**src/hdl/ptd_pkg.sv**
```systemverilog
`default_nettype none

package ptd_pkg;

  localparam int unsigned TimeW   = 32;
  localparam int unsigned DeltaW  = 16;
  localparam int unsigned HandleW = 8;
  localparam int unsigned ActW    = 2;

  localparam logic [ActW-1:0] ACT_INIT     = 2'd0;
  localparam logic [ActW-1:0] ACT_START    = 2'd1;
  localparam logic [ActW-1:0] ACT_DISPATCH = 2'd2;

  localparam logic [TimeW-1:0] NO_ACTIVE_SLOT = 32'hFFFF_FFFF;

  // Token that walks the slot chain during a dispatch
  typedef struct packed {
    logic               vld;
    logic               found;
    logic [HandleW-1:0] handle;
    logic [TimeW-1:0]   idle;
    logic [TimeW-1:0]   elapsed;
  } carry_t;

  // Slot load for a start
  typedef struct packed {
    logic [DeltaW-1:0]  delay;
    logic [DeltaW-1:0]  period;
    logic [HandleW-1:0] handle;
  } slot_wr_t;

  function automatic logic [TimeW-1:0] sext16(input logic [DeltaW-1:0] v);
    sext16 = {{(TimeW-DeltaW){v[DeltaW-1]}}, v};
  endfunction

endpackage

`default_nettype wire

```
**src/hdl/ptd_cell.sv**
```systemverilog
`default_nettype none

module ptd_cell
  import ptd_pkg::*;
(
  input  wire logic     clk_i,
  input  wire logic     rst_ni,
  input  wire logic     wr_en_i,
  input  wire slot_wr_t wr_i,
  input  wire carry_t   carry_i,
  output carry_t        carry_o
);

  logic               act_q;
  logic [TimeW-1:0]   rem_q, rem_d;
  logic [DeltaW-1:0]  per_q;
  logic [HandleW-1:0] hdl_q;
  carry_t             carry_q, carry_d;

  logic [TimeW-1:0] diff, reload;
  logic             hit, due, take;

  always_comb begin
    diff   = rem_q - carry_i.elapsed;
    reload = rem_q + sext16(per_q) - carry_i.elapsed;
    due    = (diff == '0) || diff[TimeW-1];
    hit    = carry_i.vld && act_q;
    take   = hit && due && !carry_i.found;

    if (wr_en_i) begin
      rem_d = sext16(wr_i.delay);
    end else if (take) begin
      rem_d = reload;
    end else if (hit) begin
      rem_d = diff;
    end else begin
      rem_d = rem_q;
    end

    carry_d = carry_i;
    if (hit) begin
      carry_d.found = carry_i.found | due;
      if (take) begin
        carry_d.handle = hdl_q;
      end
      // idle stays at zero once any slot is due
      if (due) begin
        carry_d.idle = '0;
      end else if (diff < carry_i.idle) begin
        carry_d.idle = diff;
      end
    end
  end

  always_ff @(posedge clk_i or negedge rst_ni) begin
    if (!rst_ni) begin
      act_q   <= 1'b0;
      carry_q <= '0;
    end else begin
      carry_q <= carry_d;
      if (wr_en_i) begin
        act_q <= 1'b1;
      end
    end
  end

  always_ff @(posedge clk_i) begin
    rem_q <= rem_d;
    if (wr_en_i) begin
      per_q <= wr_i.period;
      hdl_q <= wr_i.handle;
    end
  end

  assign carry_o = carry_q;

endmodule

`default_nettype wire

```
**src/hdl/periodic_task_dispatcher_top.sv**
```systemverilog
// Init, start and unused codes: the result passes the pending register, then the output register.
// Dispatch: a token walks the slot cells one per cycle, then its result passes the pending
// register and the output register before out_valid rises.
// A new word is taken only once a dispatch token has left the last cell and the pending
// register is empty; one result may wait in the output register while the next is taken.
// rst_ni (async, active low) clears all slots to inactive, the fill count and the time base.
`default_nettype none

module periodic_task_dispatcher_top
  import ptd_pkg::*;
#(
  parameter int unsigned MAX_SLOTS = 8
) (
  input  wire logic                clk_i,
  input  wire logic                rst_ni,
  input  wire logic                in_valid_i,
  output logic                     in_ready_o,
  input  wire logic [ActW-1:0]     action_i,
  input  wire logic [TimeW-1:0]    now_ms_i,
  input  wire logic signed [DeltaW-1:0] start_delay_i,
  input  wire logic signed [DeltaW-1:0] start_period_i,
  input  wire logic [HandleW-1:0]  start_handle_i,
  output logic                     out_valid_o,
  input  wire logic                out_ready_i,
  output logic                     task_due_o,
  output logic [HandleW-1:0]       due_handle_o,
  output logic [TimeW-1:0]         wait_ms_o,
  output logic                     start_accepted_o
);

  localparam int unsigned FreeW = $clog2(MAX_SLOTS + 1);

  typedef struct packed {
    logic               task_due;
    logic [HandleW-1:0] due_handle;
    logic [TimeW-1:0]   wait_ms;
    logic               start_accepted;
  } res_t;

  logic             busy_q, busy_d;
  logic [FreeW-1:0] free_q, free_d;
  logic [TimeW-1:0] last_q, last_d;
  logic             pend_vld_q, pend_vld_d, out_vld_q, out_vld_d;
  res_t             pend_q, pend_d, out_q;
  carry_t           tok_q, tok_d;
  carry_t           chain [MAX_SLOTS+1];
  logic [MAX_SLOTS-1:0] wr_en;
  slot_wr_t         wr;

  logic accept, move, table_full;

  assign in_ready_o = !busy_q && !pend_vld_q;
  assign accept     = in_valid_i && in_ready_o;
  assign move       = pend_vld_q && (!out_vld_q || out_ready_i);
  assign table_full = (free_q == FreeW'(MAX_SLOTS));

  assign wr.delay  = start_delay_i;
  assign wr.period = start_period_i;
  assign wr.handle = start_handle_i;

  always_comb begin
    busy_d      = busy_q;
    free_d      = free_q;
    last_d      = last_q;
    pend_vld_d  = pend_vld_q;
    pend_d      = pend_q;
    tok_d       = tok_q;
    tok_d.vld   = 1'b0;
    wr_en       = '0;

    if (move) begin
      pend_vld_d = 1'b0;
    end

    if (accept) begin
      pend_d = '0;
      unique case (action_i)
        ACT_INIT: begin
          last_d     = now_ms_i;
          pend_vld_d = 1'b1;
        end
        ACT_START: begin
          pend_vld_d = 1'b1;
          if (!table_full) begin
            for (int i = 0; i < MAX_SLOTS; i++) begin
              wr_en[i] = (free_q == FreeW'(i));
            end
            free_d                = free_q + 1'b1;
            pend_d.start_accepted = 1'b1;
          end
        end
        ACT_DISPATCH: begin
          last_d        = now_ms_i;
          tok_d.vld     = 1'b1;
          tok_d.found   = 1'b0;
          tok_d.handle  = '0;
          tok_d.idle    = NO_ACTIVE_SLOT;
          tok_d.elapsed = now_ms_i - last_q;
          busy_d        = 1'b1;
        end
        default: begin
          pend_vld_d = 1'b1;
        end
      endcase
    end

    // token leaves the last cell: dispatch result
    if (chain[MAX_SLOTS].vld) begin
      busy_d            = 1'b0;
      pend_vld_d        = 1'b1;
      pend_d.task_due   = chain[MAX_SLOTS].found;
      pend_d.due_handle = chain[MAX_SLOTS].handle;
      pend_d.wait_ms    = chain[MAX_SLOTS].idle;
      pend_d.start_accepted = 1'b0;
    end

    out_vld_d = move ? 1'b1 : (out_ready_i ? 1'b0 : out_vld_q);
  end

  always_ff @(posedge clk_i or negedge rst_ni) begin
    if (!rst_ni) begin
      busy_q     <= 1'b0;
      free_q     <= '0;
      last_q     <= '0;
      pend_vld_q <= 1'b0;
      out_vld_q  <= 1'b0;
      tok_q      <= '0;
    end else begin
      busy_q     <= busy_d;
      free_q     <= free_d;
      last_q     <= last_d;
      pend_vld_q <= pend_vld_d;
      out_vld_q  <= out_vld_d;
      tok_q      <= tok_d;
    end
  end

  always_ff @(posedge clk_i) begin
    pend_q <= pend_d;
    if (move) begin
      out_q <= pend_q;
    end
  end

  assign chain[0] = tok_q;

  for (genvar g = 0; g < MAX_SLOTS; g++) begin : g_cell
    ptd_cell u_cell (
      .clk_i   (clk_i),
      .rst_ni  (rst_ni),
      .wr_en_i (wr_en[g]),
      .wr_i    (wr),
      .carry_i (chain[g]),
      .carry_o (chain[g+1])
    );
  end

  assign out_valid_o      = out_vld_q;
  assign task_due_o       = out_q.task_due;
  assign due_handle_o     = out_q.due_handle;
  assign wait_ms_o        = out_q.wait_ms;
  assign start_accepted_o = out_q.start_accepted;

endmodule

`default_nettype wire

```
**config.mk**
```make
export PLATFORM = sky130hd
export DESIGN_NAME = periodic_task_dispatcher_top
export DESIGN_NICKNAME = d
export VERILOG_FILES = /design/src/hdl/ptd_pkg.sv /design/src/hdl/ptd_cell.sv /design/src/hdl/periodic_task_dispatcher_top.sv
export SDC_FILE = /design/constraint.sdc
export NUM_CORES = 2
export LEC_CHECK = 0
export BUFFER_PORTS_ARGS = -buffer_cell sky130_fd_sc_hd__buf_4
export CAP_MARGIN = 20
export CORE_ASPECT_RATIO = 0.8
export CORE_MARGIN = 4
export CORE_UTILIZATION = 50
export CTS_CLUSTER_DIAMETER = 80
export DETAILED_ROUTE_END_ITERATION = 12
export MAX_ROUTING_LAYER = met4
export PLACE_DENSITY = 0.66
export SYNTH_ARGS = -nofsm -noshare
export SYNTH_HDL_FRONTEND = slang
export SYNTH_HIERARCHICAL = 1
export SYNTH_SLANG_ARGS = --single-unit
```
**constraint.sdc**
```tcl
create_clock -name clk_i -period 8.8 [get_ports clk_i]
set_input_delay 0.44 -clock clk_i [delete_from_list [all_inputs] [get_ports clk_i]]
set_output_delay 0.44 -clock clk_i [all_outputs]
set_load 0.05 [all_outputs]
```
==> metrics.md <==
| Metric | Value |
|---|---|
| Cell total after placement | 11700 |
| Post-Syn Area per Cell | about 9.4 um^2 |
| Hold Path End | g_cell[7].u_cell/per_q[5] |
| GRT overflow | 0 |
| Worst r2r src | g_cell[3].u_cell/rem_q[0] |
| Initial antenna violation count | 17 |
| CTS resizes | 0 |
| ANT nets after route | 0 |
| Final setup vio count | 0 |
| Post-layout min period | 6040 ps |
| CP arrival | approximately 6700 ps |
| Total power | 0.0409 W |
| Setup CP Type | flip-flop to flip-flop |
| Drt wl/cell | between 20 and 25 um |
| Slew headroom | roughly 15% |
| Final worst-path cycle share | between 60% and 70% |
| Tot GR Track Use | roughly 32% |
| Clock Sinks | ~1200 |
| Area of the multi-input gates | between 40000 and 50000 um^2 |
| Nets | roughly 11000 |
| DR vias/cell | roughly 6.1 |
| Worst path depth | 22 |
| Hpwl dp | 224 mm |
| Design area | approximately 100000 um^2 |
| Final Routed Wirelength | between 200 and 300 mm |
| Max clock buf depth | 3 |
| Die area | between 150000 and 200000 um^2 |
| CP max stage delay | 850 ps |
| Leak pwr | between 40 and 50 nW |
| Pwr Density | around 420 nW/um^2 |
| Slew Viols, Final | 0 |
| DRC | 0 |
| Core Rows | ~140 |
| Largest net degree at the start of global routing | 162 |
| Number of max-cap violations | 0 |
| Clock transition at path regs | 70 ps |
| Chip width | between 400 and 500 um |
| GP Congestion | between 1 and 1.5 |
| Initial Utilization | about 50% |
| Most Frequent Cell on Critical Path | a21o_1 |
| Hold path depth | 1 |
| Crit-path leading delay family | compound AO/OA/AOI/OAI gates |
| Final hold vios | 0 |
| R2R cell count | 22 |
| Most frequent cells in the layout | inv_1 (1597), ha_1 (787), dfrtp_1 (640) |
| Post CTS Setup Buffer Count | 0 |
| Final TNS setup | 0 ps |
| DR vias | roughly 73000 |
| RSZ-0062 raised after global routing | no |
| Fillers | around 16000 |
| Root Buffer | clkbuf_16 |
| Maximum vdd drop | around 220 uV |
| H-Tree Depth | 4 |
| Synthesis Warnings | 6 |
| Io pins | 122 |
| Worst min path class | input pin to flip-flop |
| Hold-fix buffers, CTS | between 40 and 50 |
| Flip-flop and latch area | approximately 32000 um^2 |
| Critical Path End Type | flip-flop |
| Worst Max-Slew Pin Slew | approximately 1300 ps |
| Worst reg2reg path endpoint | g_cell[3].u_cell/carry_o[46] |
| Share of post-route cells with drive strength above 1 | approximately 7.7% |
| Reg-to-reg slack, setup | ~2800 ps |
| Worst Skew | 25.5 ps |
| Worst setup SP type | flip-flop |
| CTS tree | built |
| Worst-skew pair later-pin latency | about 790 ps |
| Crit path cell chain | inv_1 -> ha_1 -> inv_1 -> fa_1 -> a211oi_2 -> o21ai_2 -> a31o_2 -> a2111oi_0 -> nor3_1 -> a211oi_1 -> ha_1 -> a21o_1 -> a21o_1 -> a21o_1 -> a21oi_1 -> nor2b_1 -> o21ai_0 -> nand3b_1 -> nor3_1 -> nor2b_1 -> buf_4 -> a22o_1 |
| Post-synth design cell area | just under 90000 um^2 |
| Port bufs | 121 |
| Area growth, synth to finish | 10.2% |
| Commonest non-fill, non-tap cell in the layout | inv_1 |
| Gate Count Post-Synth | around 9400 |
| Non-Filler Instances | between 10000 and 15000 |
| Crit path max-delay cell type | a2111oi_0 |
| F_max | around 170 MHz |
| Starting DRT DRC Count | about 8000 |
| Core footprint | 177000 um^2 |
| Worst EP required | between 9000 and 10000 ps |
| 1st-pass router iterations | 8 |
| First-pass GRT wire length | around 440 mm |
| Post-placement cell area | just over 90000 um^2 |
| Outcome | finished clean |
| Hold path start | start_period_i[5] |
| Fin util | 55.3% |
| Crit path buffers/inverters | 3 |
| Die Span Y | between 300 and 400 um |
| CP Max Fanout | 26 |
| Number of global-route vias before repair | 70200 |
| CTS Buf Count | approximately 140 |
## cell type report
class | count | area share, %
diodes | 18 | 0.0460
clock buffers | 182 | 3.98
clock inverters | 69 | 0.963
inverters | 1603 | 6.15
multi-input cells | 6324 | 50.6
flip-flops and latches | 1173 | 32.7
well taps | 2380 | 3.04
repair buffers | 289 | 2.48
## worst reg2reg max path, cell delays in order, from the launching register on
cell and delay, ps:
edfxtp_1 400, inv_1 70, ha_1 180, inv_1 60, fa_1 430, a211oi_2 350
o21ai_2 180, a31o_2 300, a2111oi_0 850, nor3_1 130, a211oi_1 530, ha_1 350
a21o_1 170, a21o_1 170, a21o_1 170, a21oi_1 160, nor2b_1 70, o21ai_0 160
nand3b_1 110, nor3_1 340, nor2b_1 290, buf_4 310, a22o_1 190
## power by group
part | switching [W] | internal (W)
registers | 0.00207 | 0.00757
logic | 0.0151 | 0.00998
clock network | 0.00255 | 0.00363
total | 0.0198 | 0.0212
## state kept, by name, summed over array words and instances, names as in the netlist
signal and flops:
due_handle_o 8, wait_ms_o 32, g_cell.u_cell/act_q 8, g_cell.u_cell/carry_o 560, pend_q 42, out_valid_o 1
g_cell.u_cell/per_q 128, g_cell.u_cell/rem_q 256, chain 34, task_due_o 1, start_accepted_o 1, free_q 4
pend_vld_q 1, g_cell.u_cell/hdl_q 64, busy_q 1, last_q 32
## worst max path at each step
| stage | start | to | slack [ps] |
|---|---|---|---|
| 5_1_grt | g_cell[3].u_cell/rem_q[0] | g_cell[3].u_cell/carry_o[44] | 2370 |
| 3_5_place_dp | g_cell[5].u_cell/rem_q[0] | g_cell[5].u_cell/carry_o[33] | 2920 |
| 6_report | g_cell[3].u_cell/rem_q[0] | g_cell[3].u_cell/carry_o[46] | 2760 |
| 4_1_cts | g_cell[5].u_cell/rem_q[0] | g_cell[5].u_cell/carry_o[33] | 2930 |
| 3_3_place_gp | g_cell[2].u_cell/carry_o[10] | g_cell[3].u_cell/carry_o[34] | 3030 |
| 2_1_floorplan | pend_vld_q | g_cell[1].u_cell/rem_q[0] | 3870 |
## through the flow
| step | hold WS (ps) | worst slack [ps] |
|---|---|---|
| CTS | 22.3 | 2930 |
| finish | 67.2 | 2760 |
| global route | 25.2 | 2370 |
| detailed placement | 405 | 2920 |
| floorplan | 144 | 3870 |
| global placement | 395 | 3030 |
## per-layer routing
metal	GRT usage, %	share of wire [%]
met5	-	0
met1	44.6	45
met3	5.58	7.9
met4	11.1	3.8
met2	47.3	44
Power figures use the tool's default switching activity.
